===== src/rtl/assert_macros.svh =====
// ----------------------------------------------------------------------------
// assertion macros
// concurrent checks clocked on the rising edge, muted for synthesis
// ----------------------------------------------------------------------------
`ifndef ASSERT_MACROS_SVH
`define ASSERT_MACROS_SVH
`ifndef SYNTHESIS
`define ASSERT_CLK(lbl, clk, rst_n, prop) \
    lbl: assert property (@(posedge clk) disable iff (!rst_n) prop) \
        else $error("assertion failed");
`define ASSERT_NEVER(lbl, clk, rst_n, cond) \
    lbl: assert property (@(posedge clk) disable iff (!rst_n) !(cond)) \
        else $error("forbidden condition seen");
`else
`define ASSERT_CLK(lbl, clk, rst_n, prop)
`define ASSERT_NEVER(lbl, clk, rst_n, cond)
`endif
`endif


===== src/rtl/ddo_pkg.sv =====
// ----------------------------------------------------------------------------
// ddo_pkg
// shared widths, constants, sequencer phases and control structs
// ----------------------------------------------------------------------------
`timescale 1ns / 1ps

package ddo_pkg;

    localparam int ANGLE_W   = 32;
    localparam int TIME_W    = 24;
    localparam int RADIUS_W  = 20;
    localparam int BASE_W    = 22;
    localparam int CFG_W     = 22;
    localparam int POS_W     = 48;
    localparam int VEL_W     = 32;
    localparam int WIDE_W    = 64;
    localparam int MULB_W    = 32;
    localparam int DIVISOR_W = 24;
    localparam int TRIG_W    = 34;
    localparam int TRIG_OUT_W = 32;

    localparam logic [0:0] CFG_RADIUS = 1'b0;
    localparam logic [0:0] CFG_BASE   = 1'b1;

    localparam logic [RADIUS_W-1:0]  RADIUS_RESET = 20'd33000;
    localparam logic [BASE_W-1:0]    BASE_RESET   = 22'd160000;
    localparam logic [DIVISOR_W-1:0] DIST_DIVISOR = 24'd2000000;
    localparam logic [MULB_W-1:0]    YAW_SCALE    = 32'd683565276;
    localparam logic [MULB_W-1:0]    VEL_SCALE    = 32'd1000000;

    localparam logic signed [TRIG_W-1:0] CORDIC_X0 = 34'sd652032874;
    localparam logic signed [TRIG_W-1:0] Q30_POS   = 34'sd1073741824;
    localparam logic signed [TRIG_W-1:0] Q30_NEG   = -34'sd1073741824;

    localparam logic signed [WIDE_W-1:0] RATE_LIMIT = 64'sd4398046511104;
    localparam logic signed [WIDE_W-1:0] VEL_MAX    = 64'sd2147483647;
    localparam logic signed [WIDE_W-1:0] VEL_MIN    = -64'sd2147483648;

    typedef enum logic [6:0] {
        PH_DIST = 7'b0000001,
        PH_TURN = 7'b0000010,
        PH_YAW  = 7'b0000100,
        PH_X    = 7'b0001000,
        PH_Y    = 7'b0010000,
        PH_LIN  = 7'b0100000,
        PH_ANG  = 7'b1000000
    } t_phase;

    typedef struct packed {
        logic   load;
        logic   mul_start;
        logic   div_start;
        logic   trig_start;
        logic   write;
        logic   out_load;
        t_phase phase;
    } t_cmd;

    typedef struct packed {
        logic mul_busy;
        logic div_busy;
        logic trig_busy;
        logic dt_zero;
    } t_status;

    function automatic logic [TRIG_W-1:0] atan_entry(input logic [4:0] idx);
        logic [TRIG_W-1:0] v;
        unique case (idx)
            5'd0:  v = 34'd536870912;
            5'd1:  v = 34'd316933406;
            5'd2:  v = 34'd167458907;
            5'd3:  v = 34'd85004756;
            5'd4:  v = 34'd42667331;
            5'd5:  v = 34'd21354465;
            5'd6:  v = 34'd10679838;
            5'd7:  v = 34'd5340245;
            5'd8:  v = 34'd2670163;
            5'd9:  v = 34'd1335087;
            5'd10: v = 34'd667544;
            5'd11: v = 34'd333772;
            5'd12: v = 34'd166886;
            5'd13: v = 34'd83443;
            5'd14: v = 34'd41722;
            5'd15: v = 34'd20861;
            5'd16: v = 34'd10430;
            5'd17: v = 34'd5215;
            5'd18: v = 34'd2608;
            5'd19: v = 34'd1304;
            5'd20: v = 34'd652;
            5'd21: v = 34'd326;
            5'd22: v = 34'd163;
            5'd23: v = 34'd81;
            5'd24: v = 34'd41;
            5'd25: v = 34'd20;
            5'd26: v = 34'd10;
            5'd27: v = 34'd5;
            5'd28: v = 34'd3;
            5'd29: v = 34'd1;
            5'd30: v = 34'd1;
            5'd31: v = 34'd0;
        endcase
        return v;
    endfunction

endpackage


===== src/rtl/ddo_div.sv =====
// ----------------------------------------------------------------------------
// ddo_div
// radix-2 restoring divider, signed dividend, one quotient bit per cycle
// ----------------------------------------------------------------------------
`timescale 1ns / 1ps

module ddo_div (
    input  logic                                 i_clk,
    input  logic                                 i_rst_n,
    input  logic                                 i_start,
    input  logic signed [ddo_pkg::WIDE_W-1:0]    i_dividend,
    input  logic [ddo_pkg::DIVISOR_W-1:0]        i_divisor,
    output logic                                 o_busy,
    output logic signed [ddo_pkg::WIDE_W-1:0]    o_quotient
);

    localparam int CNT_W = $clog2(ddo_pkg::WIDE_W);

    logic                               r_busy;
    logic [CNT_W-1:0]                   r_cnt;
    logic [ddo_pkg::WIDE_W-1:0]         r_q;
    logic [ddo_pkg::DIVISOR_W-1:0]      r_rem;
    logic [ddo_pkg::DIVISOR_W-1:0]      r_div;
    logic                               r_neg;
    logic [ddo_pkg::DIVISOR_W:0]        trial;
    logic [ddo_pkg::DIVISOR_W:0]        diff;
    logic                               ge;
    logic [ddo_pkg::DIVISOR_W-1:0]      n_rem;

    always_comb begin
        trial = {r_rem, r_q[ddo_pkg::WIDE_W-1]};
        diff  = trial - {1'b0, r_div};
        ge    = (trial >= {1'b0, r_div});
        n_rem = ge ? diff[ddo_pkg::DIVISOR_W-1:0] : trial[ddo_pkg::DIVISOR_W-1:0];
    end

    always_ff @(posedge i_clk) begin
        if (!i_rst_n) begin
            r_busy <= 1'b0;
            r_cnt  <= '0;
        end else if (i_start) begin
            r_busy <= 1'b1;
            r_cnt  <= '0;
        end else if (r_busy) begin
            r_cnt <= r_cnt + 1'b1;
            if (r_cnt == CNT_W'(ddo_pkg::WIDE_W - 1)) begin
                r_busy <= 1'b0;
            end
        end
    end

    always_ff @(posedge i_clk) begin
        if (i_start) begin
            r_q   <= i_dividend[ddo_pkg::WIDE_W-1] ? -i_dividend : i_dividend;
            r_neg <= i_dividend[ddo_pkg::WIDE_W-1];
            r_rem <= '0;
            r_div <= i_divisor;
        end else if (r_busy) begin
            r_q   <= {r_q[ddo_pkg::WIDE_W-2:0], ge};
            r_rem <= n_rem;
        end
    end

    assign o_busy     = r_busy;
    assign o_quotient = r_neg ? -signed'(r_q) : signed'(r_q);

endmodule


===== src/rtl/ddo_ctrl.sv =====
// ----------------------------------------------------------------------------
// ddo_ctrl
// sequencer: steps the datapath through the phases of an odometry update
// ----------------------------------------------------------------------------
`timescale 1ns / 1ps

module ddo_ctrl (
    input  logic              i_clk,
    input  logic              i_rst_n,
    input  logic              i_in_valid,
    output logic              o_in_stall,
    output logic              o_out_valid,
    input  logic              i_out_stall,
    input  ddo_pkg::t_status  i_status,
    output ddo_pkg::t_cmd     o_cmd
);

    typedef enum logic [8:0] {
        S_IDLE   = 9'b000000001,
        S_MSTART = 9'b000000010,
        S_MUL    = 9'b000000100,
        S_DSTART = 9'b000001000,
        S_DIV    = 9'b000010000,
        S_WRITE  = 9'b000100000,
        S_TSTART = 9'b001000000,
        S_TRIG   = 9'b010000000,
        S_OUT    = 9'b100000000
    } t_state;

    t_state           r_state, n_state;
    ddo_pkg::t_phase  r_phase, n_phase;
    logic             r_out_valid;
    logic             needs_div;
    logic             out_free;

    assign needs_div = (r_phase == ddo_pkg::PH_DIST) || (r_phase == ddo_pkg::PH_TURN) ||
                       (r_phase == ddo_pkg::PH_LIN)  || (r_phase == ddo_pkg::PH_ANG);
    assign out_free  = !r_out_valid || !i_out_stall;

    always_comb begin
        n_state = r_state;
        n_phase = r_phase;
        o_cmd   = '{load: 1'b0, mul_start: 1'b0, div_start: 1'b0, trig_start: 1'b0,
                    write: 1'b0, out_load: 1'b0, phase: r_phase};
        unique case (r_state)
            S_IDLE: begin
                if (i_in_valid) begin
                    o_cmd.load = 1'b1;
                    n_phase    = ddo_pkg::PH_DIST;
                    n_state    = S_MSTART;
                end
            end
            S_MSTART: begin
                o_cmd.mul_start = 1'b1;
                n_state         = S_MUL;
            end
            S_MUL: begin
                if (!i_status.mul_busy) begin
                    n_state = needs_div ? S_DSTART : S_WRITE;
                end
            end
            S_DSTART: begin
                o_cmd.div_start = 1'b1;
                n_state         = S_DIV;
            end
            S_DIV: begin
                if (!i_status.div_busy) begin
                    n_state = S_WRITE;
                end
            end
            S_WRITE: begin
                o_cmd.write = 1'b1;
                unique case (r_phase)
                    ddo_pkg::PH_DIST: begin
                        n_phase = ddo_pkg::PH_TURN;
                        n_state = S_MSTART;
                    end
                    ddo_pkg::PH_TURN: begin
                        n_phase = ddo_pkg::PH_YAW;
                        n_state = S_MSTART;
                    end
                    ddo_pkg::PH_YAW: begin
                        n_state = S_TSTART;
                    end
                    ddo_pkg::PH_X: begin
                        n_phase = ddo_pkg::PH_Y;
                        n_state = S_MSTART;
                    end
                    ddo_pkg::PH_Y: begin
                        n_phase = ddo_pkg::PH_LIN;
                        n_state = i_status.dt_zero ? S_OUT : S_MSTART;
                    end
                    ddo_pkg::PH_LIN: begin
                        n_phase = ddo_pkg::PH_ANG;
                        n_state = S_MSTART;
                    end
                    default: begin
                        n_state = S_OUT;
                    end
                endcase
            end
            S_TSTART: begin
                o_cmd.trig_start = 1'b1;
                n_state          = S_TRIG;
            end
            S_TRIG: begin
                if (!i_status.trig_busy) begin
                    n_phase = ddo_pkg::PH_X;
                    n_state = S_MSTART;
                end
            end
            S_OUT: begin
                if (out_free) begin
                    o_cmd.out_load = 1'b1;
                    n_state        = S_IDLE;
                end
            end
            default: begin
                n_state = S_IDLE;
            end
        endcase
    end

    always_ff @(posedge i_clk) begin
        if (!i_rst_n) begin
            r_state     <= S_IDLE;
            r_phase     <= ddo_pkg::PH_DIST;
            r_out_valid <= 1'b0;
        end else begin
            r_state <= n_state;
            r_phase <= n_phase;
            if (o_cmd.out_load) begin
                r_out_valid <= 1'b1;
            end else if (!i_out_stall) begin
                r_out_valid <= 1'b0;
            end
        end
    end

    assign o_in_stall  = (r_state != S_IDLE);
    assign o_out_valid = r_out_valid;

endmodule


===== src/rtl/ddo_dpath.sv =====
// ----------------------------------------------------------------------------
// ddo_dpath
// odometry datapath: serial multiplier, shared divider, cordic and state
// ----------------------------------------------------------------------------
`timescale 1ns / 1ps

module ddo_dpath #(
    parameter int TRIG_ITERATIONS = 16
) (
    input  logic                                  i_clk,
    input  logic                                  i_rst_n,
    input  logic                                  i_cfg_we,
    input  logic [0:0]                            i_cfg_index,
    input  logic [ddo_pkg::CFG_W-1:0]             i_cfg_data,
    input  logic signed [ddo_pkg::ANGLE_W-1:0]    i_left_angle,
    input  logic signed [ddo_pkg::ANGLE_W-1:0]    i_right_angle,
    input  logic [ddo_pkg::TIME_W-1:0]            i_elapsed_us,
    input  ddo_pkg::t_cmd                         i_cmd,
    output ddo_pkg::t_status                      o_status,
    output logic signed [ddo_pkg::POS_W-1:0]      o_pos_x,
    output logic signed [ddo_pkg::POS_W-1:0]      o_pos_y,
    output logic [ddo_pkg::ANGLE_W-1:0]           o_heading,
    output logic signed [ddo_pkg::VEL_W-1:0]      o_linear_velocity,
    output logic signed [ddo_pkg::VEL_W-1:0]      o_angular_velocity,
    output logic                                  o_zero_time_flag,
    output logic                                  o_position_saturated
);

    localparam int MCNT_W = $clog2(ddo_pkg::MULB_W);
    localparam int TCNT_W = $clog2(TRIG_ITERATIONS);
    localparam int SUM_W  = ddo_pkg::POS_W + 1;

    // configuration
    logic [ddo_pkg::RADIUS_W-1:0]           r_radius;
    logic [ddo_pkg::BASE_W-1:0]             r_base;

    // odometry state
    logic [ddo_pkg::ANGLE_W-1:0]            r_prev_left, r_prev_right, r_yaw;
    logic signed [ddo_pkg::POS_W-1:0]       r_x, r_y;

    // per-sample working registers
    logic signed [ddo_pkg::ANGLE_W-1:0]     r_dl, r_dr;
    logic [ddo_pkg::TIME_W-1:0]             r_dt;
    logic                                   r_dt_zero, r_hit;
    logic signed [ddo_pkg::WIDE_W-1:0]      r_dist, r_turn;
    logic signed [ddo_pkg::VEL_W-1:0]       r_lin, r_ang;

    // serial multiplier
    logic [ddo_pkg::WIDE_W-1:0]             r_ma;
    logic [ddo_pkg::MULB_W-1:0]             r_mb;
    logic signed [ddo_pkg::WIDE_W-1:0]      r_mprod;
    logic [MCNT_W-1:0]                      r_mcnt;
    logic                                   r_mbusy;

    // cordic
    logic signed [ddo_pkg::TRIG_W-1:0]      r_tx, r_ty, r_tz;
    logic [1:0]                             r_quad;
    logic [TCNT_W-1:0]                      r_tcnt;
    logic                                   r_tbusy;
    logic signed [ddo_pkg::TRIG_OUT_W-1:0]  r_cos, r_sin;

    logic signed [ddo_pkg::ANGLE_W:0]       sum_lr, diff_rl;
    logic [ddo_pkg::WIDE_W-1:0]             mul_a;
    logic [ddo_pkg::MULB_W-1:0]             mul_b;
    logic [ddo_pkg::DIVISOR_W-1:0]          divisor;
    logic                                   div_busy;
    logic signed [ddo_pkg::WIDE_W-1:0]      quotient;
    logic [ddo_pkg::ANGLE_W-1:0]            yaw_off;
    logic [ddo_pkg::ANGLE_W-1:0]            z_start;
    logic signed [ddo_pkg::TRIG_W-1:0]      x_sh, y_sh, at;
    logic signed [ddo_pkg::TRIG_W-1:0]      c_raw, s_raw;
    logic signed [ddo_pkg::WIDE_W-1:0]      pos_step;
    logic signed [SUM_W-1:0]                pos_sum;
    logic                                   pos_ovf;
    logic signed [ddo_pkg::POS_W-1:0]       pos_new;
    logic signed [ddo_pkg::WIDE_W-1:0]      rate_v;
    logic signed [ddo_pkg::VEL_W-1:0]       rate_q;

    function automatic logic signed [ddo_pkg::TRIG_OUT_W-1:0] clamp_q30(
        input logic signed [ddo_pkg::TRIG_W-1:0] v
    );
        logic signed [ddo_pkg::TRIG_OUT_W-1:0] r;
        if (v > ddo_pkg::Q30_POS) begin
            r = ddo_pkg::TRIG_OUT_W'(ddo_pkg::Q30_POS);
        end else if (v < ddo_pkg::Q30_NEG) begin
            r = ddo_pkg::TRIG_OUT_W'(ddo_pkg::Q30_NEG);
        end else begin
            r = v[ddo_pkg::TRIG_OUT_W-1:0];
        end
        return r;
    endfunction

    // operand selection
    always_comb begin
        sum_lr  = (ddo_pkg::ANGLE_W+1)'(r_dl) + (ddo_pkg::ANGLE_W+1)'(r_dr);
        diff_rl = (ddo_pkg::ANGLE_W+1)'(r_dr) - (ddo_pkg::ANGLE_W+1)'(r_dl);
        mul_a   = '0;
        mul_b   = '0;
        divisor = '0;
        unique case (i_cmd.phase)
            ddo_pkg::PH_DIST: begin
                mul_a   = ddo_pkg::WIDE_W'(sum_lr);
                mul_b   = ddo_pkg::MULB_W'(r_radius);
                divisor = ddo_pkg::DIST_DIVISOR;
            end
            ddo_pkg::PH_TURN: begin
                mul_a   = ddo_pkg::WIDE_W'(diff_rl);
                mul_b   = ddo_pkg::MULB_W'(r_radius);
                divisor = (r_base == '0) ? ddo_pkg::DIVISOR_W'(1)
                                         : ddo_pkg::DIVISOR_W'(r_base);
            end
            ddo_pkg::PH_YAW: begin
                mul_a = r_turn;
                mul_b = ddo_pkg::YAW_SCALE;
            end
            ddo_pkg::PH_X: begin
                mul_a = r_cos[ddo_pkg::TRIG_OUT_W-1] ? -r_dist : r_dist;
                mul_b = r_cos[ddo_pkg::TRIG_OUT_W-1] ? ddo_pkg::MULB_W'(-r_cos)
                                                      : ddo_pkg::MULB_W'(r_cos);
            end
            ddo_pkg::PH_Y: begin
                mul_a = r_sin[ddo_pkg::TRIG_OUT_W-1] ? -r_dist : r_dist;
                mul_b = r_sin[ddo_pkg::TRIG_OUT_W-1] ? ddo_pkg::MULB_W'(-r_sin)
                                                      : ddo_pkg::MULB_W'(r_sin);
            end
            ddo_pkg::PH_LIN: begin
                mul_a   = r_dist;
                mul_b   = ddo_pkg::VEL_SCALE;
                divisor = r_dt;
            end
            ddo_pkg::PH_ANG: begin
                mul_a   = r_turn;
                mul_b   = ddo_pkg::VEL_SCALE;
                divisor = r_dt;
            end
            default: begin
                mul_a = '0;
            end
        endcase
    end

    // configuration writes
    always_ff @(posedge i_clk) begin
        if (!i_rst_n) begin
            r_radius <= ddo_pkg::RADIUS_RESET;
            r_base   <= ddo_pkg::BASE_RESET;
        end else if (i_cfg_we) begin
            unique case (i_cfg_index)
                ddo_pkg::CFG_RADIUS: r_radius <= i_cfg_data[ddo_pkg::RADIUS_W-1:0];
                ddo_pkg::CFG_BASE:   r_base   <= i_cfg_data[ddo_pkg::BASE_W-1:0];
            endcase
        end
    end

    // shift-add multiplier, product modulo 2^64
    always_ff @(posedge i_clk) begin
        if (!i_rst_n) begin
            r_mbusy <= 1'b0;
            r_mcnt  <= '0;
        end else if (i_cmd.mul_start) begin
            r_mbusy <= 1'b1;
            r_mcnt  <= '0;
        end else if (r_mbusy) begin
            r_mcnt <= r_mcnt + 1'b1;
            if (r_mcnt == MCNT_W'(ddo_pkg::MULB_W - 1)) begin
                r_mbusy <= 1'b0;
            end
        end
    end

    always_ff @(posedge i_clk) begin
        if (i_cmd.mul_start) begin
            r_ma    <= mul_a;
            r_mb    <= mul_b;
            r_mprod <= '0;
        end else if (r_mbusy) begin
            if (r_mb[0]) begin
                r_mprod <= r_mprod + signed'(r_ma);
            end
            r_ma <= {r_ma[ddo_pkg::WIDE_W-2:0], 1'b0};
            r_mb <= {1'b0, r_mb[ddo_pkg::MULB_W-1:1]};
        end
    end

    ddo_div u_div (
        .i_clk      (i_clk),
        .i_rst_n    (i_rst_n),
        .i_start    (i_cmd.div_start),
        .i_dividend (r_mprod),
        .i_divisor  (divisor),
        .o_busy     (div_busy),
        .o_quotient (quotient)
    );

    // cordic rotation
    always_comb begin
        yaw_off = r_yaw + 32'h2000_0000;
        z_start = r_yaw - {yaw_off[ddo_pkg::ANGLE_W-1 -: 2], 30'd0};
        x_sh    = r_tx >>> r_tcnt;
        y_sh    = r_ty >>> r_tcnt;
        at      = signed'(ddo_pkg::atan_entry(5'(r_tcnt)));
        unique case (r_quad)
            2'd0: begin
                c_raw = r_tx;
                s_raw = r_ty;
            end
            2'd1: begin
                c_raw = -r_ty;
                s_raw = r_tx;
            end
            2'd2: begin
                c_raw = -r_tx;
                s_raw = -r_ty;
            end
            2'd3: begin
                c_raw = r_ty;
                s_raw = -r_tx;
            end
        endcase
    end

    always_ff @(posedge i_clk) begin
        if (!i_rst_n) begin
            r_tbusy <= 1'b0;
            r_tcnt  <= '0;
        end else if (i_cmd.trig_start) begin
            r_tbusy <= 1'b1;
            r_tcnt  <= '0;
        end else if (r_tbusy) begin
            r_tcnt <= r_tcnt + 1'b1;
            if (r_tcnt == TCNT_W'(TRIG_ITERATIONS - 1)) begin
                r_tbusy <= 1'b0;
            end
        end
    end

    always_ff @(posedge i_clk) begin
        if (i_cmd.trig_start) begin
            r_quad <= yaw_off[ddo_pkg::ANGLE_W-1 -: 2];
            r_tx   <= ddo_pkg::CORDIC_X0;
            r_ty   <= '0;
            r_tz   <= ddo_pkg::TRIG_W'(signed'(z_start));
        end else if (r_tbusy) begin
            if (!r_tz[ddo_pkg::TRIG_W-1]) begin
                r_tx <= r_tx - y_sh;
                r_ty <= r_ty + x_sh;
                r_tz <= r_tz - at;
            end else begin
                r_tx <= r_tx + y_sh;
                r_ty <= r_ty - x_sh;
                r_tz <= r_tz + at;
            end
        end
        if (!r_tbusy) begin
            r_cos <= clamp_q30(c_raw);
            r_sin <= clamp_q30(s_raw);
        end
    end

    // position accumulate and velocity clamp
    always_comb begin
        pos_step = r_mprod >>> 30;
        pos_sum  = SUM_W'((i_cmd.phase == ddo_pkg::PH_X) ? r_x : r_y) + SUM_W'(pos_step);
        pos_ovf  = pos_sum[SUM_W-1] ^ pos_sum[SUM_W-2];
        if (pos_ovf) begin
            pos_new = pos_sum[SUM_W-1] ? {1'b1, {(ddo_pkg::POS_W-1){1'b0}}}
                                       : {1'b0, {(ddo_pkg::POS_W-1){1'b1}}};
        end else begin
            pos_new = pos_sum[ddo_pkg::POS_W-1:0];
        end

        rate_v = (i_cmd.phase == ddo_pkg::PH_LIN) ? r_dist : r_turn;
        if (rate_v >= ddo_pkg::RATE_LIMIT) begin
            rate_q = ddo_pkg::VEL_W'(ddo_pkg::VEL_MAX);
        end else if (rate_v <= -ddo_pkg::RATE_LIMIT) begin
            rate_q = ddo_pkg::VEL_W'(ddo_pkg::VEL_MIN);
        end else if (quotient > ddo_pkg::VEL_MAX) begin
            rate_q = ddo_pkg::VEL_W'(ddo_pkg::VEL_MAX);
        end else if (quotient < ddo_pkg::VEL_MIN) begin
            rate_q = ddo_pkg::VEL_W'(ddo_pkg::VEL_MIN);
        end else begin
            rate_q = quotient[ddo_pkg::VEL_W-1:0];
        end
    end

    always_ff @(posedge i_clk) begin
        if (!i_rst_n) begin
            r_prev_left  <= '0;
            r_prev_right <= '0;
            r_yaw        <= '0;
            r_x          <= '0;
            r_y          <= '0;
        end else if (i_cmd.load) begin
            r_prev_left  <= i_left_angle;
            r_prev_right <= i_right_angle;
        end else if (i_cmd.write) begin
            unique case (i_cmd.phase)
                ddo_pkg::PH_YAW: r_yaw <= r_yaw + r_mprod[47:16];
                ddo_pkg::PH_X:   r_x   <= pos_new;
                ddo_pkg::PH_Y:   r_y   <= pos_new;
                default: begin
                    r_yaw <= r_yaw;
                end
            endcase
        end
    end

    always_ff @(posedge i_clk) begin
        if (i_cmd.load) begin
            r_dl      <= signed'(i_left_angle - r_prev_left);
            r_dr      <= signed'(i_right_angle - r_prev_right);
            r_dt      <= i_elapsed_us;
            r_dt_zero <= (i_elapsed_us == '0);
            r_hit     <= 1'b0;
            r_lin     <= '0;
            r_ang     <= '0;
        end else if (i_cmd.write) begin
            unique case (i_cmd.phase)
                ddo_pkg::PH_DIST: r_dist <= quotient;
                ddo_pkg::PH_TURN: r_turn <= quotient;
                ddo_pkg::PH_X:    r_hit  <= r_hit | pos_ovf;
                ddo_pkg::PH_Y:    r_hit  <= r_hit | pos_ovf;
                ddo_pkg::PH_LIN:  r_lin  <= rate_q;
                ddo_pkg::PH_ANG:  r_ang  <= rate_q;
                default: begin
                    r_hit <= r_hit;
                end
            endcase
        end
    end

    // output register
    always_ff @(posedge i_clk) begin
        if (i_cmd.out_load) begin
            o_pos_x              <= r_x;
            o_pos_y              <= r_y;
            o_heading            <= r_yaw;
            o_linear_velocity    <= r_lin;
            o_angular_velocity   <= r_ang;
            o_zero_time_flag     <= r_dt_zero;
            o_position_saturated <= r_hit;
        end
    end

    assign o_status = '{mul_busy: r_mbusy, div_busy: div_busy, trig_busy: r_tbusy,
                        dt_zero: r_dt_zero};

endmodule


===== src/rtl/diff_drive_odometry.sv =====
// one sample at a time: the input stalls from transfer until the result is loaded;
// a sample runs the 32-step serial multiplier seven times, the 64-step divider four
// times and the cordic once; at zero elapsed time both velocity phases are skipped,
// each one multiply and one divide
// reset: synchronous active low, clears position, heading, last angles and
// restores wheel radius 33000 um and wheel base 160000 um
`timescale 1ns / 1ps
`include "assert_macros.svh"
// ----------------------------------------------------------------------------
// diff_drive_odometry
// differential drive wheel odometry: heading, position and velocities
// ----------------------------------------------------------------------------

module diff_drive_odometry #(
    parameter int TRIG_ITERATIONS = 16
) (
    input  logic                                  i_clk,
    input  logic                                  i_rst_n,
    input  logic                                  i_cfg_we,
    input  logic [0:0]                            i_cfg_index,
    input  logic [ddo_pkg::CFG_W-1:0]             i_cfg_data,
    input  logic                                  i_in_valid,
    output logic                                  o_in_stall,
    input  logic signed [ddo_pkg::ANGLE_W-1:0]    i_left_angle,
    input  logic signed [ddo_pkg::ANGLE_W-1:0]    i_right_angle,
    input  logic [ddo_pkg::TIME_W-1:0]            i_elapsed_us,
    output logic                                  o_out_valid,
    input  logic                                  i_out_stall,
    output logic signed [ddo_pkg::POS_W-1:0]      o_pos_x,
    output logic signed [ddo_pkg::POS_W-1:0]      o_pos_y,
    output logic [ddo_pkg::ANGLE_W-1:0]           o_heading,
    output logic signed [ddo_pkg::VEL_W-1:0]      o_linear_velocity,
    output logic signed [ddo_pkg::VEL_W-1:0]      o_angular_velocity,
    output logic                                  o_zero_time_flag,
    output logic                                  o_position_saturated
);

    ddo_pkg::t_cmd    cmd;
    ddo_pkg::t_status status;

    ddo_ctrl u_ctrl (
        .i_clk       (i_clk),
        .i_rst_n     (i_rst_n),
        .i_in_valid  (i_in_valid),
        .o_in_stall  (o_in_stall),
        .o_out_valid (o_out_valid),
        .i_out_stall (i_out_stall),
        .i_status    (status),
        .o_cmd       (cmd)
    );

    ddo_dpath #(
        .TRIG_ITERATIONS (TRIG_ITERATIONS)
    ) u_dpath (
        .i_clk                (i_clk),
        .i_rst_n              (i_rst_n),
        .i_cfg_we             (i_cfg_we),
        .i_cfg_index          (i_cfg_index),
        .i_cfg_data           (i_cfg_data),
        .i_left_angle         (i_left_angle),
        .i_right_angle        (i_right_angle),
        .i_elapsed_us         (i_elapsed_us),
        .i_cmd                (cmd),
        .o_status             (status),
        .o_pos_x              (o_pos_x),
        .o_pos_y              (o_pos_y),
        .o_heading            (o_heading),
        .o_linear_velocity    (o_linear_velocity),
        .o_angular_velocity   (o_angular_velocity),
        .o_zero_time_flag     (o_zero_time_flag),
        .o_position_saturated (o_position_saturated)
    );

    `ASSERT_CLK(a_busy_after_transfer, i_clk, i_rst_n, (i_in_valid && !o_in_stall) |=> o_in_stall)
    `ASSERT_NEVER(a_zero_time_velocity, i_clk, i_rst_n, o_out_valid && o_zero_time_flag && (o_linear_velocity != 0 || o_angular_velocity != 0))

endmodule

===== config.mk =====
export PLATFORM = sky130hd
export DESIGN_NAME = diff_drive_odometry
export DESIGN_NICKNAME = d
export VERILOG_FILES = /design/src/rtl/ddo_pkg.sv /design/src/rtl/ddo_div.sv /design/src/rtl/ddo_ctrl.sv /design/src/rtl/ddo_dpath.sv /design/src/rtl/diff_drive_odometry.sv
export VERILOG_INCLUDE_DIRS = /design/src /design/src/rtl
export SDC_FILE = /design/constraint.sdc
export NUM_CORES = 2
export LEC_CHECK = 0
export BUFFER_PORTS_ARGS = -buffer_cell sky130_fd_sc_hd__buf_2
export CORE_MARGIN = 5
export CORE_UTILIZATION = 35
export DETAILED_ROUTE_END_ITERATION = 10
export PLACE_DENSITY = 0.52
export SLEW_MARGIN = 20
export SYNTH_ARGS = -nofsm -noshare
export SYNTH_HDL_FRONTEND = slang
export SYNTH_SLANG_ARGS = --single-unit

===== constraint.sdc =====
create_clock -name i_clk -period 11.5 [get_ports i_clk]
set_clock_uncertainty 0.15 [all_clocks]
set_input_delay 1.15 -clock i_clk [delete_from_list [all_inputs] [get_ports i_clk]]
set_output_delay 1.15 -clock i_clk [all_outputs]
set_load 0.03 [all_outputs]

After elaboration in Yosys (flattened, before gate mapping)

Memory sizes are Yosys's and may differ from the RTL's. A register that Yosys moved wholly into a read port is not among the register bits.
Index checks and enable logic that the tools add are counted.
Widths: inputs -> output; s select.

Add/subtract/negate cells: 26
$mul: 0
Div/mod/pow operators: 0
Magnitude comparators: 9
Eq/ne operators: 30
Shifts and indexed selects: 2
Multiplexer cells: 68
Bitwise operators: 5
Reduce and logical (&&, ||, !) cells: 36

Operators by type and width:

| operator             | count |
|---|---|
| $mux 64              | 9 |
| $pmux 64 s6          | 1 |
| $mux 32              | 10 |
| $pmux 34 s4          | 2 |
| $neg 64->64          | 3 |
| $mux 34              | 5 |
| $pmux 32 s5          | 1 |
| $add 34x34->34       | 3 |
| $sub 34x34->34       | 3 |
| $mux 48              | 2 |
| $sub 32x32->32       | 3 |
| $pmux 9 s9           | 1 |
| $pmux 24 s3          | 1 |
| $gt 34x32->1 const B | 2 |
| $lt 34x31->1 const B | 2 |
| $neg 34->34          | 2 |
| $sshr 34x4->34       | 2 |
| $add 64x64->64       | 1 |
| $ge 64x44->1 const B | 1 |
| $gt 64x32->1 const B | 1 |
| $le 64x43->1 const B | 1 |
| $lt 64x32->1 const B | 1 |
| $neg 32->32          | 2 |
| $mux 9               | 6 |
| other kinds (61)     | 111 |

Flip-flop bits (word level): 1186
Latch bits: 0
Memory bits (writable): 0
Memory bits (read-only): 480
Output and inout bits: 196
Memories: 1

Memories:

| name             | words | bits a word | rd ports | clocked after Yosys merged registers in | write ports | line          | source |
|---|---|---|---|---|---|---|---|
| (name not given) | 16    | 30          | 1        | 1                                       | 0           | ddo_pkg.sv:68 | `unique case (idx)` |

Depth between registers and ports, before layout

Depth after elaboration: 7
Depth in mapped cells: 29

By module

From an unflattened synthesis, not the netlist that was laid out.

Cells, all modules: 8814
Area, all modules: 79127.1 µm²

By module, submodules not included:

| module    | instances | cells an instance | area each (µm²) | seq. area each (µm²) |
|---|---|---|---|---|
| ddo_dpath | 1         | 7689              | 69237.7         | 27676.5 |
| ddo_div   | 1         | 973               | 8614.5          | 3293.2 |
| ddo_ctrl  | 1         | 152               | 1275.0          | 340.3 |

Worst setup path after synthesis

OpenSTA, ideal clock, no wires.

Path type: input to register
Start point: in i_out_stall
End point: reg u_dpath.o_angular_velocity[0] (netlist bit) (enable)
Arrival time: 10.479 ns
Slack: 0.058 ns
Stages: 1
Buffers on the path: 0
Cell sequence: a21oi_1

Cells in the longest elaborated chain, start to end: 4

RTL lines:

| what                 | line                      | source |
|---|---|---|
| from (decl)          | diff_drive_odometry.sv:28 | `input logic i_out_stall,` |
| $logic_not 1->1      | ddo_ctrl.sv:38            | `assign out_free = !r_out_valid \|\| !i_out_stall;` |
| $logic_or 1x1->1     | ddo_ctrl.sv:38            |  |
| $mux 1               | ddo_ctrl.sv:113           | `if (out_free) begin` |
| $mux 1               | ddo_ctrl.sv:45            | `unique case (r_state)` |
| to (signal assigned) | ddo_dpath.sv:339          | `o_angular_velocity <= r_ang;` |
| to (decl)            | ddo_dpath.sv:24           | `output logic signed [ddo_pkg::VEL_W-1:0] o_angular_velocity,` |

No other way between the ends.
A chain may end at the register's enable or synchronous reset.

Worst setup path after layout

Start point: reg u_dpath.r_tcnt[1]
End point: reg u_dpath.r_ty[32] (netlist bit)

Cells in the longest elaborated chain, start to end: 3
Elaborated cells on any way between the ends: 4
Those cells by class: 2 x add/sub; 1 x shift; 1 x mux

RTL lines:

| what                                                    | line                               | source |
|---|---|---|
| from (decl)                                             | ddo_dpath.sv:58                    | `logic [TCNT_W-1:0] r_tcnt;` |
| from (signal assigned)                                  | ddo_dpath.sv:230                   | `r_tcnt <= r_tcnt + 1'b1;` |
| $sshr 34x4->34 (*)                                      | ddo_dpath.sv:199                   | `x_sh = r_tx >>> r_tcnt;` |
| $add 34x34->34 / $sub 34x34->34 (equally long branches) | ddo_dpath.sv:246, ddo_dpath.sv:250 |  |
| $mux 34 (*)                                             | ddo_dpath.sv:244                   | `if (!r_tz[ddo_pkg::TRIG_W-1]) begin` |
| to (signal assigned)                                    | ddo_dpath.sv:246                   | `r_ty <= r_ty + x_sh;` |
| to (signal assigned)                                    | ddo_dpath.sv:250                   | `r_ty <= r_ty - x_sh;` |
| to (decl)                                               | ddo_dpath.sv:56                    | `logic signed [ddo_pkg::TRIG_W-1:0] r_tx, r_ty, r_tz;` |

Every way passes the cells marked *; elsewhere a longest branch is shown, timed or not.

==> Flow_metrics.wiki <==
{| class="wikitable"
! Metric !! Value
|-
| Mapped Cells || approximately 8700
|-
| Buffer depth of the longest clock path || 3
|-
| Post-synthesis compound-gate area fraction || between 20% and 30%
|-
| Multi-input gate area in the final layout || ~43000 um2
|-
| Minimum setup slack among reg-to-reg paths || between 4 and 5 ns
|-
| Drt pass-1 iters || 9
|-
| Relative max-transition margin || roughly a fifth
|-
| Setup tns final || 0 ns
|-
| WHS Path Cells || 0
|-
| Ratio of cells with drive above 1 in the final layout || 10.1%
|-
| Leakage || 34.8 nW
|-
| Syn nets || approximately 9000
|-
| Final cycle utilization of the critical path || 59.4%
|-
| Final weighted congestion of routability-driven global placement || between 0.9 and 1
|-
| Depth of the CTS H-tree || 4
|-
| Number of buffers created by CTS || around 150
|-
| Vias after detailed routing || 66300
|-
| Largest net degree at the start of global routing || 137
|-
| Average detailed-routed wire length per instance || between 20 and 25 um
|-
| Initial core utilization || a little over a third
|-
| Worst Setup Slack post-DPL || about 4.7 ns
|-
| Average size of a mapped cell || between 8 and 9 um2
|-
| Worst path max stage delay || 0.77 ns
|-
| Synth area leader || sky130_fd_sc_hd__edfxtp_1
|-
| Terminating pin of the worst hold path || u_dpath.o_linear_velocity[24]
|-
| Reg2reg path depth || 24
|-
| Antenna violations before repair || 34
|-
| Worst hold path startpoint || u_dpath.r_lin[24]
|-
| Kind of launch point of the worst setup path || flop
|-
| Horizontal extent of the die || approximately 480 um
|-
| Via-per-instance ratio || between 5 and 6
|-
| Area share of the largest cell type after synthesis || a little over a quarter
|-
| Global routing usage summed across all routing layers || 22.0%
|-
| Unique masters post-synth || about 100
|-
| Synth warn || 0
|-
| Run status || complete, no violations
|-
| Largest driver fanout on the critical path || between 40 and 50
|-
| Wire length of the first global-routing pass || between 300 and 400 mm
|-
| Nets || about 9300
|-
| Clock root buffer || sky130_fd_sc_hd__clkbuf_16
|-
| Final hold violation count || 0
|-
| Worst r2r dst || u_dpath.r_ty[32]
|-
| Share of the yosys chip area belonging to registers || between 40% and 50%
|-
| Clock tree from TritonCTS || done
|-
| Required time at the endpoint of the critical path || between 10 and 15 ns
|-
| Final period demand of the worst path || around 6.8 ns
|-
| Share of flip-flops with an asynchronous set or reset || 0%
|-
| Global route overflow || 0
|-
| Post-synthesis mux area share || roughly 4%
|-
| Kind of cell adding the most delay to the critical path || compound AO/OA/AOI/OAI gates
|-
| Cells along the critical path || buf_4 > mux4_2 > and2_1 > a21oi_1 > nand2_1 > o21ai_0 > ha_1 > nand3_1 > nor3b_1 > nand3_1 > nor2_1 > a21oi_1 > xnor2_1 > ha_1 > a21o_1 > a21o_1 > a21oi_1 > nor3b_1 > o211ai_1 > a31oi_1 > o21bai_1 > a21oi_1 > nor4_1 > a211o_1
|-
| Path type of the worst min-delay path || reg2reg
|-
| FMAX || roughly 150 MHz
|-
| Number of inserted filler cells in the final layout || approximately 22000
|-
| Total area of sequential cells || 31300 um2
|-
| CTS clk-pin slew, worst paths || 0.06 ns
|-
| Setup-violating endpoint count in the final report || 0
|-
| Unrepaired setup endpoints after global routing || no
|-
| Worst Slack Setup Final || ~4.7 ns
|-
| DRC || 0
|-
| Pwr Density || approximately 180 nW/um2
|-
| Most frequently used cell type in the post-synthesis netlist || sky130_fd_sc_hd__nand2_1
|-
| Die area || between 200000 and 250000 um2
|-
| Number of buffers inserted to repair setup after CTS || 0
|-
| Die boundary height || ~480 um
|-
| Starting DRC count in detailed routing || approximately 5500
|-
| Wire length reported by the detailed router || 264 mm
|-
| CTS Hold Bufs || 0
|-
| Area overhead of the layout relative to synthesis || 12.1%
|-
| CP most frequent cell || sky130_fd_sc_hd__a21oi_1
|-
| Netlist area before placement || 77700 um2
|-
| Worst endpoint data arrival time || 7.38 ns
|-
| Adder and majority cell fraction of the synthesized area || around 7%
|-
| Synthesis-stage register bit count || between 1000 and 1500
|-
| R2r startpoint || u_dpath.r_tcnt[1]
|-
| Simple-Gate Fraction of Synth Area || roughly 17%
|-
| Routed Antenna Nets || 0
|-
| Clock sink count || between 1000 and 1500
|-
| Core Box Area || between 200000 and 250000 um2
|-
| Port Buf Inserts || between 300 and 400
|-
| Number of placement rows || 173
|-
| CP Class || reg2reg
|-
| Most frequent cells after synthesis || 1168 x sky130_fd_sc_hd__nand2_1, 787 x sky130_fd_sc_hd__a21oi_1, 712 x sky130_fd_sc_hd__nor2_1
|-
| Slowest cell on the critical path || sky130_fd_sc_hd__dfxtp_4
|-
| Area contributors post-synth || sky130_fd_sc_hd__edfxtp_1 27%, sky130_fd_sc_hd__dfxtp_1 13%, sky130_fd_sc_hd__ha_1 6.7%
|-
| Post-synthesis share of cell area spent on xor and xnor gates || between 7 and 8%
|-
| Largest family of logic cells by synthesized area || compound AO/OA/AOI/OAI gates
|-
| Maximum vdd ir drop || 0.000162 V
|-
| Clock latency on the worst-skew pair || between 0.8 and 0.9 ns
|-
| Number of max-cap violations || 0
|-
| Max-slew violations || 0
|-
| Io pins || ~310
|-
| Number of instances resized during post-cts repair || 0
|-
| HPWL after DPL || 198 mm
|-
| Number of buffers and inverters on the critical path || 1
|-
| Number of flops mapped to enable cells by yosys || a little under 700
|-
| Worst Tran Pin Value || roughly 1.2 ns
|-
| Leading register cell type out of synthesis || sky130_fd_sc_hd__edfxtp_1
|-
| Crit. End Element || flop
|-
| Via count of the first global-routing pass || around 63000
|}
-- registers in the layout, indices dropped and copies added (netlist names), 34 cells and up --
signal and count:
u_dpath.o_pos_x 48, u_dpath.o_pos_y 48, u_dpath.r_dist 64, u_dpath.r_ma 64
u_dpath.r_mprod 64, u_dpath.r_turn 64, u_dpath.r_tx 34, u_dpath.r_ty 34
u_dpath.r_tz 34, u_dpath.r_x 48, u_dpath.r_y 48, u_dpath.u_div.r_q 64
-- kinds of logic (layout without fill, tap and decap cells) --
kind of cell / after synthesis / count (layout)
simple gates: 2885 / 2885
compound gates: 2496 / 2496
flops: 1216 / 1216
buf+inv: 823 / 1043
xor+xnor: 659 / 659
fa+ha+maj: 426 / 426
mux: 204 / 204
other cells: 0 / 16
-- how the worst max path moves through the flow --
| stage | startpoint | endpoint | slack [ns] | depth (start not counted) |
|---|---|---|---|---|
| after floorplan | i_out_stall | u_dpath.o_angular_velocity[0] | 0.06 | 1 |
| after global placement | u_dpath.r_tcnt[1] | u_dpath.r_ty[32] | 4.67 | 24 |
| after detailed placement | u_dpath.r_tcnt[1] | u_dpath.r_ty[32] | 4.70 | 24 |
| after CTS | u_dpath.r_tcnt[1] | u_dpath.r_ty[32] | 4.66 | 24 |
| after global routing | u_dpath.r_tcnt[1] | u_dpath.r_ty[32] | 3.93 | 24 |
| final | u_dpath.r_tcnt[1] | u_dpath.r_ty[32] | 4.67 | 24 |
-- through the flow --
stage | cell area [um2] | instances | total power (W) | util (%) | hold WS (ns)
floorplan | 77700 | 8709 | 0.00930 | - | 0.253
global placement | 82200 | 11600 | 0.0109 | 37.1 | 0.264
detailed placement | 82200 | 11600 | 0.0109 | 37.1 | 0.265
CTS | 87100 | 11900 | 0.0157 | 39.3 | 0.277
global route | 87100 | 11900 | 0.0166 | 39.3 | 0.289
finish | 87100 | 11900 | 0.0157 | 39.3 | 0.277
-- cells in the final DEF, fill, tap and decap left out, drive strengths merged, types with 29 or more instances in the layout --
cell type	count
a211oi	124
a21o	208
a21oi	788
a221oi	56
a22o	70
a31oi	73
and2	48
and3	43
buf	423
clkbuf	190
clkinv	57
dfxtp	520
edfxtp	696
ha	414
inv	360
mux2	32
mux2i	96
mux4	76
nand2	1168
nand2b	82
nand3	132
nand4	79
nor2	712
nor2b	94
nor3	169
nor4	86
o21a	44
o21ai	622
o21bai	63
o22ai	29
o31ai	90
o41ai	51
or2	42
or3	85
or4	58
xnor2	328
xor2	331
-- area by class of cell --
cell class | instances | area share [%]
Antenna cell | 16 | 0.0460
Clock buffer | 190 | 4.55
Clock inverter | 80 | 1.04
Inverter | 350 | 1.52
Multi-Input combinational cell | 6670 | 49.8
Sequential cell | 1216 | 36.0
Tap cell | 2975 | 4.27
Timing Repair Buffer | 423 | 2.78
-- routing by layer --
layer	vias to the layer above	wire length, um	GRT usage, %
met5	-	163	0
met4	24	10000	7.93
met3	368	17200	3.92
met2	2033	114000	33.5
met1	32000	123000	31.2
li1	31900	-	-
-- where the power goes --
part | switching (W) | internal, W
Clock | 0.00204 | 0.00266
Combinational | 0.00326 | 0.00211
Sequential | 0.000626 | 0.00497
No activity file was read; power rests on OpenSTA's default activity.
